`config.mk`:
```
export PLATFORM = sky130hd
export DESIGN_NAME = color_key_mask_packer_core
export DESIGN_NICKNAME = d
export VERILOG_FILES = /design/src/design/ckmp_pkg.sv /design/src/design/ckmp_table.sv /design/src/design/ckmp_pack.sv /design/src/design/ckmp_emit.sv /design/src/design/color_key_mask_packer_core.sv
export SDC_FILE = /design/constraint.sdc
export NUM_CORES = 1
export LEC_CHECK = 0
export ABC_AREA = 1
export BUFFER_PORTS_ARGS = -buffer_cell sky130_fd_sc_hd__buf_4
export CORE_MARGIN = 5
export CORE_UTILIZATION = 56
export DETAILED_ROUTE_END_ITERATION = 16
export PLACE_DENSITY = 0.84
export SYNTH_ARGS = -nofsm -noshare
export SYNTH_HDL_FRONTEND = slang
export SYNTH_HIERARCHICAL = 1
export SYNTH_SLANG_ARGS = --single-unit
```
`constraint.sdc`:
```
create_clock -name clk -period 6.41 [get_ports clk]
set_clock_uncertainty 0.1 [all_clocks]
set_input_delay 0.9615 -clock clk [delete_from_list [all_inputs] [get_ports clk]]
set_output_delay 0.9615 -clock clk [all_outputs]
set_load 0.01 [all_outputs]
```
`src/design/ckmp_pkg.sv`:
```
// Shared types, constants and helper functions for the colour-key mask packer.
package ckmp_pkg;

  // Default opacity table depth
  localparam int TABLE_DEPTH_DEF = 256;

  // Field widths
  localparam int CODE_W  = 24;
  localparam int TLEN_W  = 9;
  localparam int MBPP_W  = 4;
  localparam int BYTE_W  = 8;
  localparam int CFGI_W  = 2;

  // Configuration register indexes
  localparam logic [CFGI_W-1:0] CFG_KEY_COLOUR   = 2'd0;
  localparam logic [CFGI_W-1:0] CFG_TABLE_LENGTH = 2'd1;
  localparam logic [CFGI_W-1:0] CFG_MASK_BPP     = 2'd2;

  // Reset value of the mask width register
  localparam logic [MBPP_W-1:0] MBPP_RESET = 4'd1;

  // Item action codes
  localparam logic ACT_PIXEL = 1'b0;
  localparam logic ACT_WRITE = 1'b1;

  // Results that one pixel item causes: an optional data byte, then pads
  typedef struct packed {
    logic              has_data;
    logic [BYTE_W-1:0] data;
    logic [1:0]        pads;
  } plan_t;

  // log2 of the group width; unsupported widths act as one bit
  function automatic logic [1:0] grp_log2(input logic [MBPP_W-1:0] m);
    logic [1:0] lg;
    case (m)
      4'd2:    lg = 2'd1;
      4'd4:    lg = 2'd2;
      4'd8:    lg = 2'd3;
      default: lg = 2'd0;
    endcase
    return lg;
  endfunction

  // All-ones group of the given log2 width
  function automatic logic [BYTE_W-1:0] grp_mask(input logic [1:0] lg);
    logic [BYTE_W-1:0] mk;
    case (lg)
      2'd0:    mk = 8'h01;
      2'd1:    mk = 8'h03;
      2'd2:    mk = 8'h0F;
      default: mk = 8'hFF;
    endcase
    return mk;
  endfunction

endpackage

```
`src/design/ckmp_table.sv`:
```
// One-bit opacity table memory with a registered read port.
module ckmp_table
  import ckmp_pkg::*;
#(
  parameter int DEPTH = TABLE_DEPTH_DEF
) (
  input  logic                     clk,
  input  logic                     wr_en,
  input  logic [$clog2(DEPTH)-1:0] wr_addr,
  input  logic                     wr_bit,
  input  logic                     rd_en,
  input  logic [$clog2(DEPTH)-1:0] rd_addr,
  output logic                     rd_bit_r
);

  logic mem [DEPTH];

  // Write port
  always_ff @(posedge clk) begin
    if (wr_en) begin
      mem[wr_addr] <= wr_bit;
    end
  end

  // Registered read port
  always_ff @(posedge clk) begin
    if (rd_en) begin
      rd_bit_r <= mem[rd_addr];
    end
  end

endmodule

```
`src/design/ckmp_pack.sv`:
```
// Input stage, opaque/transparent classification and mask bit packing.
module ckmp_pack
  import ckmp_pkg::*;
#(
  parameter int TABLE_DEPTH = TABLE_DEPTH_DEF
) (
  input  logic              clk,
  input  logic              rst_n,
  input  logic              load,
  input  logic              action,
  input  logic [CODE_W-1:0] pixel_code,
  input  logic              row_last,
  input  logic              rd_bit,
  input  logic [CODE_W-1:0] key_colour,
  input  logic [TLEN_W-1:0] table_length,
  input  logic [MBPP_W-1:0] mask_bpp,
  output logic              plan_valid,
  output plan_t             plan,
  input  logic              plan_ready
);

  logic              s1_valid_r, s1_valid_nxt;
  logic              s1_action_r;
  logic [CODE_W-1:0] s1_code_r;
  logic              s1_row_last_r;

  logic [BYTE_W-1:0] acc_r, acc_nxt;
  logic [2:0]        pib_r, pib_nxt;
  logic [1:0]        phase_r, phase_nxt;

  logic              opaque;
  logic [1:0]        lg;
  logic [5:0]        pos;
  logic [BYTE_W-1:0] acc_set;
  logic [3:0]        count;
  logic [6:0]        cnt_bits;
  logic              full;
  logic              has_data;
  logic [1:0]        phase_aft;
  logic              consume;

  // Input register
  always_comb begin
    s1_valid_nxt = s1_valid_r;
    if (load) begin
      s1_valid_nxt = 1'b1;
    end else if (plan_ready) begin
      s1_valid_nxt = 1'b0;
    end
  end

  always_ff @(posedge clk) begin
    if (!rst_n) begin
      s1_valid_r <= 1'b0;
    end else begin
      s1_valid_r <= s1_valid_nxt;
    end
  end

  always_ff @(posedge clk) begin
    if (load) begin
      s1_action_r   <= action;
      s1_code_r     <= pixel_code;
      s1_row_last_r <= row_last;
    end
  end

  // Classification: key compare, or table lookup below the table length
  always_comb begin
    if (table_length == '0) begin
      opaque = (s1_code_r != key_colour);
    end else if ((s1_code_r >= CODE_W'(table_length)) ||
                 (s1_code_r >= CODE_W'(TABLE_DEPTH))) begin
      opaque = 1'b1;
    end else begin
      opaque = rd_bit;
    end
  end

  // Packing: set the group, then emit on a full byte or at row end
  always_comb begin
    lg        = grp_log2(mask_bpp);
    pos       = 6'(pib_r) << lg;
    acc_set   = acc_r;
    if (opaque && (pos[5:3] == 3'd0)) begin
      acc_set = acc_r | (grp_mask(lg) << pos[2:0]);
    end
    count     = 4'(pib_r) + 4'd1;
    cnt_bits  = 7'(count) << lg;
    full      = (cnt_bits[6:3] != 4'd0);
    has_data  = full || (s1_row_last_r && (count[2:0] != 3'd0));
    phase_aft = phase_r + 2'(has_data);

    plan.has_data = has_data && (s1_action_r == ACT_PIXEL);
    plan.data     = acc_set;
    plan.pads     = (s1_row_last_r && (s1_action_r == ACT_PIXEL)) ? 2'(-phase_aft) : 2'd0;

    acc_nxt   = has_data ? '0 : acc_set;
    pib_nxt   = has_data ? 3'd0 : count[2:0];
    phase_nxt = s1_row_last_r ? 2'd0 : phase_aft;
  end

  assign plan_valid = s1_valid_r;
  assign consume    = s1_valid_r && plan_ready && (s1_action_r == ACT_PIXEL);

  // Packing state
  always_ff @(posedge clk) begin
    if (!rst_n) begin
      acc_r   <= '0;
      pib_r   <= '0;
      phase_r <= '0;
    end else if (consume) begin
      acc_r   <= acc_nxt;
      pib_r   <= pib_nxt;
      phase_r <= phase_nxt;
    end
  end

endmodule

```
`src/design/ckmp_emit.sv`:
```
// Result sequencer: data byte then pad bytes, through an output register.
module ckmp_emit
  import ckmp_pkg::*;
(
  input  logic              clk,
  input  logic              rst_n,
  input  logic              plan_valid,
  input  plan_t             plan,
  output logic              plan_ready,
  output logic              out_valid,
  input  logic              out_stall,
  output logic [BYTE_W-1:0] out_mask_byte,
  output logic              out_is_pad,
  output logic              out_last
);

  logic              valid_r, valid_nxt;
  logic [BYTE_W-1:0] byte_r, byte_nxt;
  logic              pad_r, pad_nxt;
  logic              last_r, last_nxt;
  logic [1:0]        pend_r, pend_nxt;
  logic              out_free;
  logic              nonzero;
  logic              take;

  assign out_free   = !valid_r || !out_stall;
  assign nonzero    = plan.has_data || (plan.pads != 2'd0);
  assign plan_ready = !nonzero || ((pend_r == 2'd0) && out_free);
  assign take       = plan_valid && nonzero && (pend_r == 2'd0) && out_free;

  // Next output: pending pads first, then a new item's first result
  always_comb begin
    valid_nxt = valid_r;
    byte_nxt  = byte_r;
    pad_nxt   = pad_r;
    last_nxt  = last_r;
    pend_nxt  = pend_r;
    if (out_free) begin
      if (pend_r != 2'd0) begin
        valid_nxt = 1'b1;
        byte_nxt  = '0;
        pad_nxt   = 1'b1;
        last_nxt  = (pend_r == 2'd1);
        pend_nxt  = pend_r - 2'd1;
      end else if (take) begin
        valid_nxt = 1'b1;
        if (plan.has_data) begin
          byte_nxt = plan.data;
          pad_nxt  = 1'b0;
          last_nxt = (plan.pads == 2'd0);
          pend_nxt = plan.pads;
        end else begin
          byte_nxt = '0;
          pad_nxt  = 1'b1;
          last_nxt = (plan.pads == 2'd1);
          pend_nxt = plan.pads - 2'd1;
        end
      end else begin
        valid_nxt = 1'b0;
      end
    end
  end

  always_ff @(posedge clk) begin
    if (!rst_n) begin
      valid_r <= 1'b0;
      pend_r  <= '0;
    end else begin
      valid_r <= valid_nxt;
      pend_r  <= pend_nxt;
    end
  end

  always_ff @(posedge clk) begin
    byte_r <= byte_nxt;
    pad_r  <= pad_nxt;
    last_r <= last_nxt;
  end

  assign out_valid     = valid_r;
  assign out_mask_byte = byte_r;
  assign out_is_pad    = pad_r;
  assign out_last      = last_r;

endmodule

```
`src/design/color_key_mask_packer_core.sv`:
```
// An accepted item is registered, then its first mask byte in the output register.
// Throughput: one item per cycle while in_stall is low; a pixel item causes at most
// one data byte and a row end up to three pad bytes, one per cycle unless stalled.
// The one-bit table is read at input accept and used from its read register.
// Synchronous active-low reset initialises the valid flags, configuration registers
// and packing state; the opacity table is not cleared and reads undefined until written.
module color_key_mask_packer_core
  import ckmp_pkg::*;
#(
  parameter int TABLE_DEPTH = TABLE_DEPTH_DEF
) (
  input  logic              clk,
  input  logic              rst_n,
  input  logic              in_valid,
  output logic              in_stall,
  input  logic              in_action,
  input  logic [CODE_W-1:0] in_pixel_code,
  input  logic              in_row_last,
  input  logic [7:0]        in_entry_index,
  input  logic [7:0]        in_entry_alpha,
  output logic              out_valid,
  input  logic              out_stall,
  output logic [BYTE_W-1:0] out_mask_byte,
  output logic              out_is_pad,
  output logic              out_last,
  input  logic              cfg_valid,
  output logic              cfg_ready,
  input  logic [CFGI_W-1:0] cfg_index,
  input  logic [CODE_W-1:0] cfg_data
);

  localparam int AW = $clog2(TABLE_DEPTH);

  logic [CODE_W-1:0] key_colour_r;
  logic [TLEN_W-1:0] table_length_r;
  logic [MBPP_W-1:0] mask_bpp_r;

  logic  in_acc;
  logic  wr_en;
  logic  rd_bit;
  logic  plan_valid;
  logic  plan_ready;
  plan_t plan;

  // Configuration registers
  assign cfg_ready = 1'b1;

  always_ff @(posedge clk) begin
    if (!rst_n) begin
      key_colour_r   <= '0;
      table_length_r <= '0;
      mask_bpp_r     <= MBPP_RESET;
    end else if (cfg_valid && cfg_ready) begin
      case (cfg_index)
        CFG_KEY_COLOUR:   key_colour_r   <= cfg_data;
        CFG_TABLE_LENGTH: table_length_r <= cfg_data[TLEN_W-1:0];
        CFG_MASK_BPP:     mask_bpp_r     <= cfg_data[MBPP_W-1:0];
        default: ;
      endcase
    end
  end

  assign in_stall = plan_valid && !plan_ready;
  assign in_acc   = in_valid && !in_stall;
  assign wr_en    = in_acc && (in_action == ACT_WRITE) &&
                    ({1'b0, in_entry_index} < 9'(TABLE_DEPTH));

  ckmp_table #(
    .DEPTH (TABLE_DEPTH)
  ) u_table (
    .clk      (clk),
    .wr_en    (wr_en),
    .wr_addr  (in_entry_index[AW-1:0]),
    .wr_bit   (in_entry_alpha != 8'd0),
    .rd_en    (in_acc),
    .rd_addr  (in_pixel_code[AW-1:0]),
    .rd_bit_r (rd_bit)
  );

  ckmp_pack #(
    .TABLE_DEPTH (TABLE_DEPTH)
  ) u_pack (
    .clk          (clk),
    .rst_n        (rst_n),
    .load         (in_acc),
    .action       (in_action),
    .pixel_code   (in_pixel_code),
    .row_last     (in_row_last),
    .rd_bit       (rd_bit),
    .key_colour   (key_colour_r),
    .table_length (table_length_r),
    .mask_bpp     (mask_bpp_r),
    .plan_valid   (plan_valid),
    .plan         (plan),
    .plan_ready   (plan_ready)
  );

  ckmp_emit u_emit (
    .clk           (clk),
    .rst_n         (rst_n),
    .plan_valid    (plan_valid),
    .plan          (plan),
    .plan_ready    (plan_ready),
    .out_valid     (out_valid),
    .out_stall     (out_stall),
    .out_mask_byte (out_mask_byte),
    .out_is_pad    (out_is_pad),
    .out_last      (out_last)
  );

endmodule

```
# --- Word-level counts from Yosys, hierarchy flattened ---
# Memory sizes are Yosys's and may differ from the RTL's. A register that Yosys moved wholly into a read port is not among the register bits.
# Cells that the tools add are included.
classes:
  n_reduce_logical: 40
  addsub: 5
  n_bitwise: 2
  order_cmp: 2
  shift: 3
  n_mux: 26
  n_eq_ne: 10
op_table:
  columns: ["cell", "n"]
  rows:
  - ["2-to-1 mux 8 bit", 5]
  - ["greater-or-equal comparator 24 x 9 -> 1 bit", 1]
  - ["greater-or-equal comparator 24 x 9 -> 1 bit (second input constant)", 1]
  - ["inequality test 24 bit", 1]
  - ["one-hot mux 8 bit (3 select lines)", 1]
  - ["logical AND 1 bit", 13]
  - ["2-to-1 mux 1 bit", 13]
  - ["2-to-1 mux 2 bit", 5]
  - ["zero test 9 bit", 1]
  - ["equality test 2 x 1 -> 1 bit (second input constant)", 4]
  - ["zero test 2 bit", 4]
  - ["OR 8 bit", 1]
  - ["AND reduction 2 bit", 4]
  - ["nonzero test 2 bit", 4]
  - ["nonzero test 8 bit", 1]
  - ["left shift 8 x 3 -> 8 bit", 1]
  - ["left shift 4 x 2 -> 7 bit", 1]
  - ["one-hot mux 2 bit (3 select lines)", 1]
  - ["left shift 3 x 2 -> 6 bit", 1]
  - ["zero test 1 bit", 5]
  - ["logical OR 1 bit", 5]
  - ["adder 3 x 1 -> 4 bit (second input constant)", 1]
  - ["equality test 2 bit (second input constant)", 2]
  - ["equality test 4 x 2 -> 1 bit (second input constant)", 1]
  - ["10 further kinds", 11]
totals:
  ram_bits: 256
  output_inout_bits: 13
  n_memories: 1
  inputBits: 73
  word_cells: 104
  ff_bits: 90
mem_list:
  columns: ["name", "depth", "word_bits", "read_ports", "rd_ports_with_merged_regs", "wr", "line", "source"]
  rows:
  - ["u_table.mem", 256, 1, 1, 1, 1, "ckmp_table.sv:16", "logic mem [DEPTH];"]

# --- Longest topological paths before layout ---
depth:
  ltp_word: 19
  mapped_depth: 24

# --- By module ---
# The synthesis kept the hierarchy.
by_module_without_submodules:
  columns: ["module", "cells_per_inst", "area_each_um2", "instances"]
  rows:
  - ["ckmp_table", 1184, 11727.5, 1]
  - ["ckmp_pack", 357, 2643.8, 1]
  - ["color_key_mask_packer_core", 253, 1789.2, 1]
  - ["ckmp_emit", 64, 608.1, 1]

# --- Least setup slack after synthesis ---
# No wires, ideal clock.
synth_path:
  kind: "input -> register"
  from: "input in_entry_alpha[1]"
  to: "memory u_table.mem[0] (data pin)"
  path_slack_ns: -0.316
  stages: 2
  t_arrival_ns: 4.838
  required_ns: 4.522
  path_cell_list: "nor2_1 nand4_1"
synth_between:
  elab_chain_cells: 1
synth_rtl:
  columns: ["item", "line", "source"]
  rows:
  - ["start, declared", "color_key_mask_packer_core.sv:20", "input logic [7:0] in_entry_alpha,"]
  - ["nonzero test 8 bit", "color_key_mask_packer_core.sv:74", ".wr_bit (in_entry_alpha != 8'd0),"]
  - ["end, declared", "ckmp_table.sv:16", null]
# Every way passes these cells.

==> impl_metrics.csv <==
group,metric,value,unit
timing,setup_viol,0,
clock_network,clkSinkCount,347,
setup_path,crit_top_cell,"nand2_1",
cells_and_area,fin_nets,1971,
timing,slew_headroom,17.6,%
die,dieArea,0.0335,mm²
timing,finalSetupTns,0,ps
clock_network,cts.repair.resized,0,
grt,grt_use_total,23.1,%
clock_network,clk_latency,510,ps
clock_network,cts-root-buf,"clkbuf_16",
die,pin_count,86,
logic_synthesis,synth_area,0.0168,mm²
routing,wl,39.7,mm
cells_and_area,layout-drive-gt1-share,10.6,%
logic_synthesis,avgSynthCellArea,9.03,µm²
timing,drv_slew,0,
power_and_ir_drop,ir_worst_vdd,0.270,mV
die,start_util,56.6,%
timing,hold_viol,0,
cells_and_area,fill_cells,2410,
cells_and_area,fin_cells,2297,
grt,grt_max_degree,257,
cells_and_area,area_growth,9.74,%
logic_synthesis,synth-seq-cells,347,
setup_path,crit_buf_inv,3,
setup_path,slowest_stage,"nand3_1",
job,cap_violations,0,
grt,grt_pass1_vias,12600,
power_and_ir_drop,p_sw,1.10,mW
power_and_ir_drop,pwr-share-comb,7.3,%
cells_and_area,layout_commonest_cell,"nand2_1",
routing,first_iter_violations,1795,
setup_path,cp.required,6520,ps
routing,drc,0,
setup_path,crit_family,"simple AND/OR/NAND/NOR gates",
run_status,status,"complete, no violations",
logic_synthesis,netlist_instances,1858,
die,std_cell_rows,63,
clock_network,cts_tree,"yes",
setup_path,critPathMaxStageDelay,780,ps
placed_design,port_buffers,84,
timing,fin_crit_sh,73.5,%
grt,antenna_found_initial,0,
clock_network,cts.clk_slew.worst_paths,70,ps
routing,wl_per_cell,17.3,µm
clock_network,cts_made_buffers,36,
setup_path,crit_fanout,16,
routing,dr.pass1.iters,8,
setup_path,crit_chain,"ha_1 -> xnor2_1 -> nand2_1 -> nand2_1 -> o31ai_1 -> nor2_2 -> nand2_1 -> ha_1 -> xor2_1 -> xor2_1 -> nor3_1 -> inv_1 -> ha_1 -> nand2_2 -> nand2_1 -> nor2_1 -> nor3b_1 -> buf_4 -> inv_1 -> nor2_1 -> nand3_1 -> nor2_1",
timing,worst_pin_slew,1230,ps
setup_path,startpoint_type,"register",
setup_path,end_kind,"register",
die,fp.dieW,183,µm
placed_design,gp_congestion,0.907,
logic_synthesis,yosysUniqueCellTypes,38,
cells_and_area,mostFrequentLayoutCells,"nand2_1, nor2_1, nand3_1",
power_and_ir_drop,power_leakage,7.39,nW
cells_and_area,final_util,62.1,%
die,core,0.0296,mm²
logic_synthesis,yosysWarnings,6,
cells_and_area,n_antenna_cell,0,
hold_path,hold_path.class,"register to register",
grt,grt_pass1_wl,62.9,mm
timing,rsz0062_at_grt,"no",
routing,num_vias,13000,
logic_synthesis,yosysSeqAreaShare,58.9,%
clock_network,hold_buffers,0,
die,die_h,183,µm
power_and_ir_drop,p_clk_share,40.9,%
timing,fmax,212,MHz
clock_network,clk_path_buf_depth,3,
setup_path,cp_data_arrival_time,4810,ps
placed_design,hpwl,23.4,mm
clock_network,cts_htree_levels,2,
logic_synthesis,synth_fp_nets,1945,
setup_path,worstSetupPathType,"register to register",
power_and_ir_drop,switching_share,23.0,%
cells_and_area,final_area,0.0184,mm²
timing,hold_ws,384,ps
power_and_ir_drop,seq_power_share,51.8,%
grt,grt-ovfl-total,0,
clock_network,cts_setup_buffers,0,
placed_design,dpl_cell_area,0.0173,mm²
timing,min_period,4710,ps
placed_design,placedCellCount,2236,
power_and_ir_drop,internal_power,3.68,mW
routing,ant_nets,0,
power_and_ir_drop,power_density,260,mW/mm²
routing,post_drt_via_cell_ratio,5.68,
==> cells by family (layout without fill, tap and decap cells) <==
logic type / Yosys count / in the layout / synth area share [%]
xor gates and xnor gates: 15 / 15 / 0.783
and+or+nand+nor: 1190 / 1190 / 29.8
DFF: 347 / 347 / 58.9
buffers and inverters: 233 / 282 / 6.86
adders and majority gates: 14 / 14 / 1.04
other: 1 / 1 / 0.0224
AOI/OAI and AO/OA: 58 / 58 / 2.53
==> cells in the mapped netlist, drive strengths merged <==
| cell type | count | area share (%) |
|---|---|---|
| o31ai | 1 | 0.045 |
| nor4 | 1 | 0.037 |
| dfxtp | 54 | 6.4 |
| xor2 | 3 | 0.16 |
| a21oi | 48 | 2.1 |
| clkbuf | 42 | 0.94 |
| nor3 | 7 | 0.24 |
| buf | 62 | 3.0 |
| inv | 128 | 2.9 |
| nand4 | 7 | 0.26 |
| o21a | 2 | 0.090 |
| nand3 | 303 | 9.2 |
| conb | 1 | 0.022 |
| clkinv | 1 | 0.022 |
| nor3b | 1 | 0.045 |
| nand2 | 498 | 11 |
| o21ai | 5 | 0.17 |
| edfxtp | 293 | 52 |
| a31oi | 2 | 0.075 |
| ha | 14 | 1.0 |
| nor2 | 373 | 8.6 |
| xnor2 | 12 | 0.63 |
==> state kept, by name, indices dropped and copies added, names as in the netlist, 2 cells and up <==
register / cells
key_colour_r: 24
mask_bpp_r: 4
table_length_r: 9
u_emit/out_mask_byte: 8
u_emit/pend_r: 2
u_pack/acc_r: 8
u_pack/phase_r: 2
u_pack/pib_r: 3
u_pack/s1_code_r: 24
u_table/mem: 256
==> worst paths after layout <==
kind	endpoint	cells after the start	from	slack, ps
worst max-delay path	u_table/mem[159]$_DFFE_PP_	22	u_pack/pib_r[1]$_SDFFE_PN0P_	1700
worst min-delay path	u_pack/acc_r[7]$_SDFFE_PN0P_	2	u_pack/acc_r[7]$_SDFFE_PN0P_	380
worst max register to register	u_table/mem[159]$_DFFE_PP_	22	u_pack/pib_r[1]$_SDFFE_PN0P_	1700
worst min register to register	u_pack/acc_r[7]$_SDFFE_PN0P_	2	u_pack/acc_r[7]$_SDFFE_PN0P_	380
==> metal layers <==
layer,global-route usage [%],share of wire [%]
met3,3.89,9.9
met4,7.81,2.7
met1,29.8,38
met5,0,0
met2,39.9,49
==> power by group through the flow <==
stage	Clock, mW	Combinational, mW	Sequential, mW
after floorplan	0	0.242	2.52
after global placement	0	0.330	2.52
after detailed placement	0	0.341	2.52
after CTS	1.98	0.344	2.48
after global routing	2.08	0.383	2.48
final	1.95	0.349	2.48
==> final cells by class <==
type | count | area, µm² | area share, %
clock buffers | 37 | 905 | 4.92
well taps | 390 | 488 | 2.65
multi-input cells | 1278 | 5760 | 31.3
inverters | 129 | 485 | 2.64
flip-flops and latches | 347 | 9880 | 53.7
clock inverters | 24 | 185 | 1.01
repair buffers | 92 | 703 | 3.82
==> per-stage QoR <==
step | worst slack (ps) | power, mW
finish | 1700 | 4.78
detailed placement | 1820 | 2.86
CTS | 1760 | 4.80
global route | 1220 | 4.94
floorplan | -298 | 2.76
global placement | 1910 | 2.85
==> worst register-to-register path, stage by stage, from the launching register on <==
cell and delay (ps):
dfxtp_1 360, ha_1 210, xnor2_1 230, nand2_1 80
nand2_1 70, o31ai_1 70, nor2_2 220, nand2_1 100
ha_1 200, xor2_1 200, xor2_1 160, nor3_1 80
inv_1 80, ha_1 190, nand2_2 70, nand2_1 80
nor2_1 80, nor3b_1 200, buf_4 230, inv_1 60
nor2_1 180, nand3_1 780, nor2_1 390
No activity file was read; power rests on OpenSTA's default activity.
